**src/hdl/sobb_pkg.sv**
```systemverilog
// ============================================================================
// sobb_pkg: shared types and constants for the opaque bounding box block
// Sizes, channel widths, configuration register indexes, side clamp helper.
// ============================================================================
`default_nettype none

package sobb_pkg;

    // Largest image side; counters hold 0..MAX_SIDE-1, sides hold 1..MAX_SIDE
    localparam int MAX_SIDE   = 4096;
    localparam int CNT_W      = $clog2(MAX_SIDE);
    localparam int SIDE_W     = CNT_W + 1;

    localparam int CHAN_W     = 16;
    localparam int HOT_W      = 16;
    localparam int CFG_IDX_W  = 4;
    localparam int CFG_DATA_W = 16;

    // Configuration register indexes
    typedef enum logic [CFG_IDX_W-1:0] {
        CFG_USE_MASK     = CFG_IDX_W'(0),
        CFG_KEY_RED      = CFG_IDX_W'(1),
        CFG_KEY_GREEN    = CFG_IDX_W'(2),
        CFG_KEY_BLUE     = CFG_IDX_W'(3),
        CFG_IMAGE_WIDTH  = CFG_IDX_W'(4),
        CFG_IMAGE_HEIGHT = CFG_IDX_W'(5),
        CFG_HOT_X        = CFG_IDX_W'(6),
        CFG_HOT_Y        = CFG_IDX_W'(7)
    } t_cfg_reg;

    // Zero acts as one, anything above MAX_SIDE acts as MAX_SIDE
    function automatic logic [SIDE_W-1:0] clamp_side(input logic [SIDE_W-1:0] v);
        logic [SIDE_W-1:0] res;
        if (v == '0) begin
            res = SIDE_W'(1);
        end else if (v > SIDE_W'(MAX_SIDE)) begin
            res = SIDE_W'(MAX_SIDE);
        end else begin
            res = v;
        end
        return res;
    endfunction

endpackage

`default_nettype wire

```
**src/hdl/sobb_if.sv**
```systemverilog
// ============================================================================
// sobb_if: channel interfaces of the opaque bounding box block
// Pixel input, box result and configuration write channels, valid/ready.
// ============================================================================
`default_nettype none

// Pixel channel: one pixel per transfer, raster order
interface sobb_pix_if import sobb_pkg::*; ();
    logic              valid;
    logic              ready;
    logic [CHAN_W-1:0] pix_red;
    logic [CHAN_W-1:0] pix_green;
    logic [CHAN_W-1:0] pix_blue;

    modport source (output valid, output pix_red, output pix_green, output pix_blue,
                    input ready);
    modport sink   (input valid, input pix_red, input pix_green, input pix_blue,
                    output ready);
endinterface

// Result channel: one box per image
interface sobb_box_if import sobb_pkg::*; ();
    logic                    valid;
    logic                    ready;
    logic [SIDE_W-1:0]       box_left;
    logic [SIDE_W-1:0]       box_top;
    logic [SIDE_W-1:0]       box_right;
    logic [SIDE_W-1:0]       box_bottom;
    logic signed [HOT_W-1:0] new_hot_x;
    logic signed [HOT_W-1:0] new_hot_y;
    logic                    any_opaque;

    modport source (output valid, output box_left, output box_top, output box_right,
                    output box_bottom, output new_hot_x, output new_hot_y,
                    output any_opaque, input ready);
    modport sink   (input valid, input box_left, input box_top, input box_right,
                    input box_bottom, input new_hot_x, input new_hot_y,
                    input any_opaque, output ready);
endinterface

// Configuration write channel
interface sobb_cfg_if import sobb_pkg::*; ();
    logic                  valid;
    logic                  ready;
    logic [CFG_IDX_W-1:0]  index;
    logic [CFG_DATA_W-1:0] data;

    modport source (output valid, output index, output data, input ready);
    modport sink   (input valid, input index, input data, output ready);
endinterface

`default_nettype wire

```
**src/hdl/sprite_opaque_bounding_box.sv**
```systemverilog
// ============================================================================
// sprite_opaque_bounding_box: tight box around the opaque pixels of an image
// Streams one image in raster order and reports the trimmed box and hotspot.
// ============================================================================
// Pixels enter one per clock unless stalled, through a valid/ready channel; each transfer
// lands in an input register, from which a single pass of compares and
// min/max updates folds it into the running box once the result side can
// advance. The sustained rate is one pixel per cycle while boxes are taken.
// The last pixel of an image passes from the input register into the result
// register, from which the box is offered. While a box waits to be taken,
// only one pixel of the next image can enter the input register; the input
// stalls only when both the input register and the result register are full
// and the result is not taken. An image with no opaque pixel reports the
// full image and the unchanged hotspot with any_opaque low. Configuration
// writes are always accepted and should be made only while no image is in
// flight; width and height of 0 act as 1, values from 4097 to 8191 act as
// 4096, and only the low 13 bits of a written size are kept.
`default_nettype none

module sprite_opaque_bounding_box import sobb_pkg::*; (
    input  wire        i_clk,
    input  wire        i_rst_n,
    sobb_cfg_if.sink   i_cfg,
    sobb_pix_if.sink   i_pix,
    sobb_box_if.source o_box
);

    // ------------------------------------------------------------------------
    // Configuration registers
    // ------------------------------------------------------------------------
    logic              r_use_mask;
    logic [CHAN_W-1:0] r_key_red;
    logic [CHAN_W-1:0] r_key_green;
    logic [CHAN_W-1:0] r_key_blue;
    logic [SIDE_W-1:0] r_image_width;
    logic [SIDE_W-1:0] r_image_height;
    logic [HOT_W-1:0]  r_hot_x;
    logic [HOT_W-1:0]  r_hot_y;

    assign i_cfg.ready = 1'b1;

    always_ff @(posedge i_clk) begin
        if (!i_rst_n) begin
            r_use_mask     <= 1'b0;
            r_key_red      <= '0;
            r_key_green    <= '0;
            r_key_blue     <= '0;
            r_image_width  <= SIDE_W'(1);
            r_image_height <= SIDE_W'(1);
            r_hot_x        <= '0;
            r_hot_y        <= '0;
        end else if (i_cfg.valid) begin
            unique case (i_cfg.index)
                CFG_USE_MASK:     r_use_mask     <= i_cfg.data[0];
                CFG_KEY_RED:      r_key_red      <= i_cfg.data[CHAN_W-1:0];
                CFG_KEY_GREEN:    r_key_green    <= i_cfg.data[CHAN_W-1:0];
                CFG_KEY_BLUE:     r_key_blue     <= i_cfg.data[CHAN_W-1:0];
                CFG_IMAGE_WIDTH:  r_image_width  <= i_cfg.data[SIDE_W-1:0];
                CFG_IMAGE_HEIGHT: r_image_height <= i_cfg.data[SIDE_W-1:0];
                CFG_HOT_X:        r_hot_x        <= i_cfg.data[HOT_W-1:0];
                CFG_HOT_Y:        r_hot_y        <= i_cfg.data[HOT_W-1:0];
                default:          ; // indexes past the list are ignored
            endcase
        end
    end

    // ------------------------------------------------------------------------
    // Handshake: result register frees up when empty or taken
    // ------------------------------------------------------------------------
    logic r_pix_valid;
    logic r_out_valid;
    logic advance;
    logic proc;

    assign advance     = !r_out_valid || o_box.ready;
    assign i_pix.ready = !r_pix_valid || advance;
    assign proc        = r_pix_valid && advance;

    // ------------------------------------------------------------------------
    // Input register
    // ------------------------------------------------------------------------
    logic [CHAN_W-1:0] r_red;
    logic [CHAN_W-1:0] r_green;
    logic [CHAN_W-1:0] r_blue;

    always_ff @(posedge i_clk) begin
        if (!i_rst_n) begin
            r_pix_valid <= 1'b0;
        end else if (i_pix.ready) begin
            r_pix_valid <= i_pix.valid;
        end
    end

    always_ff @(posedge i_clk) begin
        if (i_pix.valid && i_pix.ready) begin
            r_red   <= i_pix.pix_red;
            r_green <= i_pix.pix_green;
            r_blue  <= i_pix.pix_blue;
        end
    end

    // ------------------------------------------------------------------------
    // Running box state
    // ------------------------------------------------------------------------
    logic [CNT_W-1:0] r_col_count;
    logic [CNT_W-1:0] r_row_count;
    logic [CNT_W-1:0] r_min_col;
    logic [CNT_W-1:0] r_max_col;
    logic [CNT_W-1:0] r_min_row;
    logic [CNT_W-1:0] r_max_row;
    logic             r_seen;

    logic [SIDE_W-1:0] side_w;
    logic [SIDE_W-1:0] side_h;
    logic              opaque;
    logic              row_end;
    logic              img_end;
    logic              seen_now;
    logic [CNT_W-1:0]  n_min_col;
    logic [CNT_W-1:0]  n_max_col;
    logic [CNT_W-1:0]  n_min_row;
    logic [CNT_W-1:0]  n_max_row;

    assign side_w = clamp_side(r_image_width);
    assign side_h = clamp_side(r_image_height);

    // Opacity test: mask mode or key colour compare
    always_comb begin
        if (r_use_mask) begin
            opaque = (r_red != '0) || (r_green != '0) || (r_blue != '0);
        end else begin
            opaque = (r_red != r_key_red) || (r_green != r_key_green)
                  || (r_blue != r_key_blue);
        end
    end

    // Extent update; first opaque pixel seeds the min and max of both column and row
    always_comb begin
        n_min_col = r_min_col;
        n_max_col = r_max_col;
        n_min_row = r_min_row;
        n_max_row = r_max_row;
        if (opaque) begin
            if (!r_seen || r_col_count < r_min_col) n_min_col = r_col_count;
            if (!r_seen || r_col_count > r_max_col) n_max_col = r_col_count;
            if (!r_seen || r_row_count < r_min_row) n_min_row = r_row_count;
            if (!r_seen || r_row_count > r_max_row) n_max_row = r_row_count;
        end
    end

    assign seen_now = r_seen || opaque;
    assign row_end  = ({1'b0, r_col_count} + SIDE_W'(1)) >= side_w;
    assign img_end  = row_end && (({1'b0, r_row_count} + SIDE_W'(1)) >= side_h);

    always_ff @(posedge i_clk) begin
        if (!i_rst_n) begin
            r_col_count <= '0;
            r_row_count <= '0;
            r_min_col   <= '0;
            r_max_col   <= '0;
            r_min_row   <= '0;
            r_max_row   <= '0;
            r_seen      <= 1'b0;
        end else if (proc) begin
            if (img_end) begin
                // image done: clear for the next one
                r_col_count <= '0;
                r_row_count <= '0;
                r_min_col   <= '0;
                r_max_col   <= '0;
                r_min_row   <= '0;
                r_max_row   <= '0;
                r_seen      <= 1'b0;
            end else begin
                r_min_col <= n_min_col;
                r_max_col <= n_max_col;
                r_min_row <= n_min_row;
                r_max_row <= n_max_row;
                r_seen    <= seen_now;
                if (row_end) begin
                    r_col_count <= '0;
                    r_row_count <= r_row_count + CNT_W'(1);
                end else begin
                    r_col_count <= r_col_count + CNT_W'(1);
                end
            end
        end
    end

    // ------------------------------------------------------------------------
    // Result register
    // ------------------------------------------------------------------------
    logic [SIDE_W-1:0] r_box_left;
    logic [SIDE_W-1:0] r_box_top;
    logic [SIDE_W-1:0] r_box_right;
    logic [SIDE_W-1:0] r_box_bottom;
    logic [HOT_W-1:0]  r_new_hot_x;
    logic [HOT_W-1:0]  r_new_hot_y;
    logic              r_any_opaque;

    always_ff @(posedge i_clk) begin
        if (!i_rst_n) begin
            r_out_valid <= 1'b0;
        end else if (advance) begin
            r_out_valid <= proc && img_end;
        end
    end

    always_ff @(posedge i_clk) begin
        if (proc && img_end) begin
            r_any_opaque <= seen_now;
            if (seen_now) begin
                r_box_left   <= {1'b0, n_min_col};
                r_box_top    <= {1'b0, n_min_row};
                r_box_right  <= {1'b0, n_max_col} + SIDE_W'(1);
                r_box_bottom <= {1'b0, n_max_row} + SIDE_W'(1);
                r_new_hot_x  <= r_hot_x - HOT_W'(n_min_col);
                r_new_hot_y  <= r_hot_y - HOT_W'(n_min_row);
            end else begin
                // nothing opaque: whole image, hotspot untouched
                r_box_left   <= '0;
                r_box_top    <= '0;
                r_box_right  <= side_w;
                r_box_bottom <= side_h;
                r_new_hot_x  <= r_hot_x;
                r_new_hot_y  <= r_hot_y;
            end
        end
    end

    assign o_box.valid      = r_out_valid;
    assign o_box.box_left   = r_box_left;
    assign o_box.box_top    = r_box_top;
    assign o_box.box_right  = r_box_right;
    assign o_box.box_bottom = r_box_bottom;
    assign o_box.new_hot_x  = r_new_hot_x;
    assign o_box.new_hot_y  = r_new_hot_y;
    assign o_box.any_opaque = r_any_opaque;

    // ------------------------------------------------------------------------
    // Assertions
    // ------------------------------------------------------------------------
    a_clear_after_result: assert property (@(posedge i_clk) disable iff (!i_rst_n)
        proc && img_end |=> (r_col_count == '0) && (r_row_count == '0) && !r_seen)
        else $error("box state not cleared after image end");

    a_extent_ordered: assert property (@(posedge i_clk) disable iff (!i_rst_n)
        r_seen |-> (r_min_col <= r_max_col) && (r_min_row <= r_max_row))
        else $error("running extent out of order");

    a_stall_only_full: assert property (@(posedge i_clk) disable iff (!i_rst_n)
        !i_pix.ready |-> r_pix_valid && r_out_valid && !o_box.ready)
        else $error("pixel input stalled without a full pipeline");

    a_box_nonempty: assert property (@(posedge i_clk) disable iff (!i_rst_n)
        r_out_valid && r_any_opaque |->
            (r_box_right > r_box_left) && (r_box_bottom > r_box_top))
        else $error("opaque box is empty");

    a_transparent_origin: assert property (@(posedge i_clk) disable iff (!i_rst_n)
        r_out_valid && !r_any_opaque |->
            (r_box_left == '0) && (r_box_top == '0) && (r_box_right != '0))
        else $error("transparent image box not the full image");

endmodule

`default_nettype wire
```
**src/flat_wrapper.sv**
```systemverilog
// flat-port wrapper written by rule: the top's interface ports become plain ports
module sprite_opaque_bounding_box_flat import sobb_pkg::*;
  (i_clk, i_rst_n, i_cfg_valid, i_cfg_index, i_cfg_data, i_cfg_ready, i_pix_valid, i_pix_pix_red, i_pix_pix_green, i_pix_pix_blue, i_pix_ready, o_box_valid, o_box_box_left, o_box_box_top, o_box_box_right, o_box_box_bottom, o_box_new_hot_x, o_box_new_hot_y, o_box_any_opaque, o_box_ready);
  sobb_cfg_if i_cfg_i ();
  sobb_pix_if i_pix_i ();
  sobb_box_if o_box_i ();
  input  wire i_clk;
  input  wire i_rst_n;
  input wire logic [$bits(i_cfg_i.valid)-1:0] i_cfg_valid;
  input wire logic [$bits(i_cfg_i.index)-1:0] i_cfg_index;
  input wire logic [$bits(i_cfg_i.data)-1:0] i_cfg_data;
  output wire logic [$bits(i_cfg_i.ready)-1:0] i_cfg_ready;
  input wire logic [$bits(i_pix_i.valid)-1:0] i_pix_valid;
  input wire logic [$bits(i_pix_i.pix_red)-1:0] i_pix_pix_red;
  input wire logic [$bits(i_pix_i.pix_green)-1:0] i_pix_pix_green;
  input wire logic [$bits(i_pix_i.pix_blue)-1:0] i_pix_pix_blue;
  output wire logic [$bits(i_pix_i.ready)-1:0] i_pix_ready;
  output wire logic [$bits(o_box_i.valid)-1:0] o_box_valid;
  output wire logic [$bits(o_box_i.box_left)-1:0] o_box_box_left;
  output wire logic [$bits(o_box_i.box_top)-1:0] o_box_box_top;
  output wire logic [$bits(o_box_i.box_right)-1:0] o_box_box_right;
  output wire logic [$bits(o_box_i.box_bottom)-1:0] o_box_box_bottom;
  output wire logic [$bits(o_box_i.new_hot_x)-1:0] o_box_new_hot_x;
  output wire logic [$bits(o_box_i.new_hot_y)-1:0] o_box_new_hot_y;
  output wire logic [$bits(o_box_i.any_opaque)-1:0] o_box_any_opaque;
  input wire logic [$bits(o_box_i.ready)-1:0] o_box_ready;
  assign i_cfg_i.valid = i_cfg_valid;
  assign i_cfg_i.index = i_cfg_index;
  assign i_cfg_i.data = i_cfg_data;
  assign i_cfg_ready = i_cfg_i.ready;
  assign i_pix_i.valid = i_pix_valid;
  assign i_pix_i.pix_red = i_pix_pix_red;
  assign i_pix_i.pix_green = i_pix_pix_green;
  assign i_pix_i.pix_blue = i_pix_pix_blue;
  assign i_pix_ready = i_pix_i.ready;
  assign o_box_valid = o_box_i.valid;
  assign o_box_box_left = o_box_i.box_left;
  assign o_box_box_top = o_box_i.box_top;
  assign o_box_box_right = o_box_i.box_right;
  assign o_box_box_bottom = o_box_i.box_bottom;
  assign o_box_new_hot_x = o_box_i.new_hot_x;
  assign o_box_new_hot_y = o_box_i.new_hot_y;
  assign o_box_any_opaque = o_box_i.any_opaque;
  assign o_box_i.ready = o_box_ready;
  sprite_opaque_bounding_box u_core (.i_clk(i_clk), .i_rst_n(i_rst_n), .i_cfg(i_cfg_i), .i_pix(i_pix_i), .o_box(o_box_i));
endmodule
```
**config.mk**
```make
export PLATFORM = sky130hd
export DESIGN_NAME = sprite_opaque_bounding_box_flat
export DESIGN_NICKNAME = d
export VERILOG_FILES = /design/src/hdl/sobb_pkg.sv /design/src/hdl/sobb_if.sv /design/src/hdl/sprite_opaque_bounding_box.sv /design/src/flat_wrapper.sv
export SDC_FILE = /design/constraint.sdc
export NUM_CORES = 1
export LEC_CHECK = 0
export BUFFER_PORTS_ARGS = -buffer_cell sky130_fd_sc_hd__buf_4
export CAP_MARGIN = 10
export CORE_ASPECT_RATIO = 1.5
export CORE_MARGIN = 5
export CORE_UTILIZATION = 25
export CTS_CLUSTER_SIZE = 25
export DETAILED_ROUTE_END_ITERATION = 7
export HOLD_SLACK_MARGIN = 0.1
export PLACE_DENSITY_LB_ADDON = 0.3
export SYNTH_ARGS = -nofsm -noshare
export SYNTH_HDL_FRONTEND = slang
export SYNTH_SLANG_ARGS = --single-unit
```
**constraint.sdc**
```tcl
create_clock -name i_clk -period 9 [get_ports i_clk]
set_input_delay 0 -clock i_clk [delete_from_list [all_inputs] [get_ports i_clk]]
set_output_delay 0 -clock i_clk [all_outputs]
set_load 0.01 [all_outputs]
```
==> results by group <==
Run status
  • Status: complete, no violations

STA
  • Period utilization: 60.3%
  • Hold slack: 182 ps
  • Final setup fails: 0
  • Sum Neg Setup Slack: 0 ps
  • Highest clock rate: 184 MHz
  • Max_slew headroom: 23.6%
  • Worst Skew: 14.2 ps
  • Fin. max-slew vios: 0
  • Tightest Pin Transition: 1140 ps
  • RSZ-0062 raised after global routing: false
  • Final worst path period need: 5430 ps
  • Count of final hold-check violations: 0

Floorplan
  • Row count: 114
  • Ports: 161
  • Die Y: 323 um
  • Die width: 219 um
  • Initial Util: 25.2%
  • Die Area: 70600 sq um
  • Core area: 64600 sq um

Route
  • DR iter-0 viols: 807
  • Drt total wl: 54200 um
  • Drt wl/cell: 19.7 um
  • Via count: 12980
  • Detailed Routing Iterations Pass 1: 5
  • Post-route DRC: 0
  • Vias per cell: 4.71
  • DRT antenna net count: 0

Worst setup path
  • Critical path type: reg2reg
  • WP data required: 9280 ps
  • CP max FO: 14
  • RR Startpoint: u_core.r_green[0]
  • R2R setup slack: 3570 ps
  • CP arrival: 5700 ps
  • Nature of the critical path endpoint: flop
  • Worst r2r path cells: 16
  • R2r endpoint: u_core.o_box.new_hot_x[15]
  • Crit start category: flop
  • Beginning of the critical path: u_core.r_green[0]

GRT
  • Total track usage: 15.0%
  • First-pass GRT wire length: 81400 um
  • Number of global-route vias before repair: 13154
  • Grt ovf: 0
  • Antenna violations before repair: 0
  • Largest net degree at the start of global routing: 92

Placed design
  • GPL Wtd Cong: 0.908
  • IO Port Bufs: 157
  • DP Wirelength: 40500 um

Synthesis
  • Post-synthesis sequential area ratio: 46.5%
  • Yosys warnings: 0
  • Post-Syn Area: 16300 sq um
  • Syn avg cell area: 9.80 sq um
  • EDFF count, synth: 131
  • Distinct cells, synth: 75
  • Synth Register Bits: 313
  • Mapped Cells: 1665
  • Main flop type after synthesis: dfxtp_1
  • Synth async-reset ratio: 0%

Power
  • Pwr dens: 159 nW/um^2
  • Lkg Pwr: 7.77 nW
  • Worst IR Drop VDD: 113 uV

Hold path
  • Hold Path Cell Cnt: 2
  • Hold path endpoint: u_core.r_red[15]
  • Min-delay src: i_pix_pix_red[15]
  • Min-delay worst type: in2reg

Final layout
  • Diode count: 0
  • Most frequent cells in the layout: nand2_1 (201), dfxtp_1 (182), buf_4 (173)
  • Fraction of layout cells with a size suffix above 1: 13.5%
  • Commonest non-fill, non-tap cell in the layout: nand2_1
  • Fill count: 6635
  • Fin nets: 2034
  • Area occupied by multi-input gates: 8090 sq um
  • Register Area: 7580 sq um
  • Layout area overhead: 23.1%

Clock network
  • Cts hold-fix bufs: 73
  • Register clock-pin slew on the reported worst setup and hold paths: 60 ps
  • Post-CTS setup buffers: 0
  • Clock Latency Late Sink: 530 ps
  • Htree depth: 2
  • CTS Sinks: 313
  • TritonCTS clock tree: yes
  • Max clock buf depth: 3
  • CTS root buf: clkbuf_16
  • Post_cts resized: 0
  • Number of buffers created by CTS: 35

Job
  • Maxcap violations: 0
-- cells in the mapped netlist, types with 8 or more instances --
master / instances / area share [%]
dfxtp_1: 182 / 22
a22o_1: 29 / 1.6
nand2_1: 201 / 4.6
edfxtp_1: 131 / 24
nand3b_1: 10 / 0.46
buf_2: 11 / 0.34
nor4_1: 29 / 1.1
nand4b_1: 8 / 0.43
and2_1: 8 / 0.31
nand3_1: 43 / 1.3
nor3_1: 28 / 0.86
mux2i_1: 110 / 6.8
clkbuf_1: 63 / 1.4
ha_1: 100 / 7.7
nand4_1: 19 / 0.73
xor2_1: 80 / 4.3
mux2_2: 14 / 0.97
o21ai_0: 53 / 1.6
and3_1: 14 / 0.54
xnor2_1: 39 / 2.1
nor2_1: 151 / 3.5
inv_1: 65 / 1.5
a21o_1: 12 / 0.55
o21ai_1: 8 / 0.25
nor2b_1: 10 / 0.38
a21oi_1: 116 / 3.6
a22oi_1: 13 / 0.60
-- final cells by class --
class                      count  area share [%]
multi-input combinational   1196            40.3
sequential                   313            37.7
timing repair buffer         246            10.1
tap                          870            5.42
clock buffer                  49            4.67
inverter                      67            1.27
clock inverter                15           0.530
-- state kept, by name, indices dropped and copies added (netlist names), 16 cells and up --
| signal | count |
|---|---|
| u_core.r_green | 16 |
| u_core.r_key_red | 16 |
| u_core.r_key_blue | 16 |
| u_core.r_blue | 16 |
| u_core.r_key_green | 16 |
| u_core.o_box.new_hot_x | 16 |
| u_core.r_hot_x | 16 |
| u_core.r_red | 16 |
| u_core.r_hot_y | 16 |
| u_core.o_box.new_hot_y | 16 |
-- where the power goes --
group	total [W]	switching (W)	internal (W)
Clock	0.00136	0.000596	0.000762
Sequential	0.00156	0.0000272	0.00153
Combinational	0.000288	0.000166	0.000122
Total	0.00320	0.000790	0.00241
-- stage by stage --
step / cells / worst slack [ps] / instance area, sq um / utilization, % / power (W)
floorplan: 1666 / 4110 / 16300 / - / 0.00172
CTS: 2756 / 3530 / 20100 / 31.1 / 0.00326
finish: 2756 / 3570 / 20100 / 31.1 / 0.00320
global route: 2756 / 3370 / 20100 / 31.1 / 0.00333
detailed placement: 2619 / 3530 / 18300 / 28.3 / 0.00186
global placement: 2619 / 3560 / 18300 / 28.3 / 0.00185
-- worst max-delay path, stage by stage, from the launching register on --
cell	delay, ps
edfxtp_1	440
nor4_1	650
nand2_1	150
nor4_2	620
nor2_1	310
o211ai_1	160
buf_4	280
mux2i_1	400
ha_1	290
nor2b_1	140
o31a_1	260
nor2_1	130
o21ai_0	140
and4_1	250
o311ai_0	550
nand4_1	200
xnor2_1	190
-- routing by layer --
layer	track usage [%]	part of all wire, %	vias up
met5	0	0	-
met4	5.88	4.0	0
met3	1.64	3.8	92
met2	28.7	54	339
met1	16.8	38	6241
li1	-	-	6308
-- how the worst max path moves through the flow --
stage,to,cells after the start,slack (ps)
2_1_floorplan,u_core.o_box.any_opaque,15,4110
3_3_place_gp,u_core.o_box.new_hot_x[14],18,3560
3_5_place_dp,u_core.o_box.new_hot_x[14],18,3530
4_1_cts,u_core.o_box.new_hot_x[14],18,3530
5_1_grt,u_core.o_box.new_hot_x[14],18,3370
6_report,u_core.o_box.new_hot_x[15],16,3570
-- cell families after synthesis --
group	synth area share [%]
AO/OA/AOI/OAI	11.2
XOR/XNOR	6.39
adder cells (fa/ha/maj)	7.92
buffers and inverters	4.13
flip-flops	46.5
multiplexers	7.88
other	0.0460
AND/OR/NAND/NOR	16.0
Note: power is estimated with default switching activity, not from simulation.
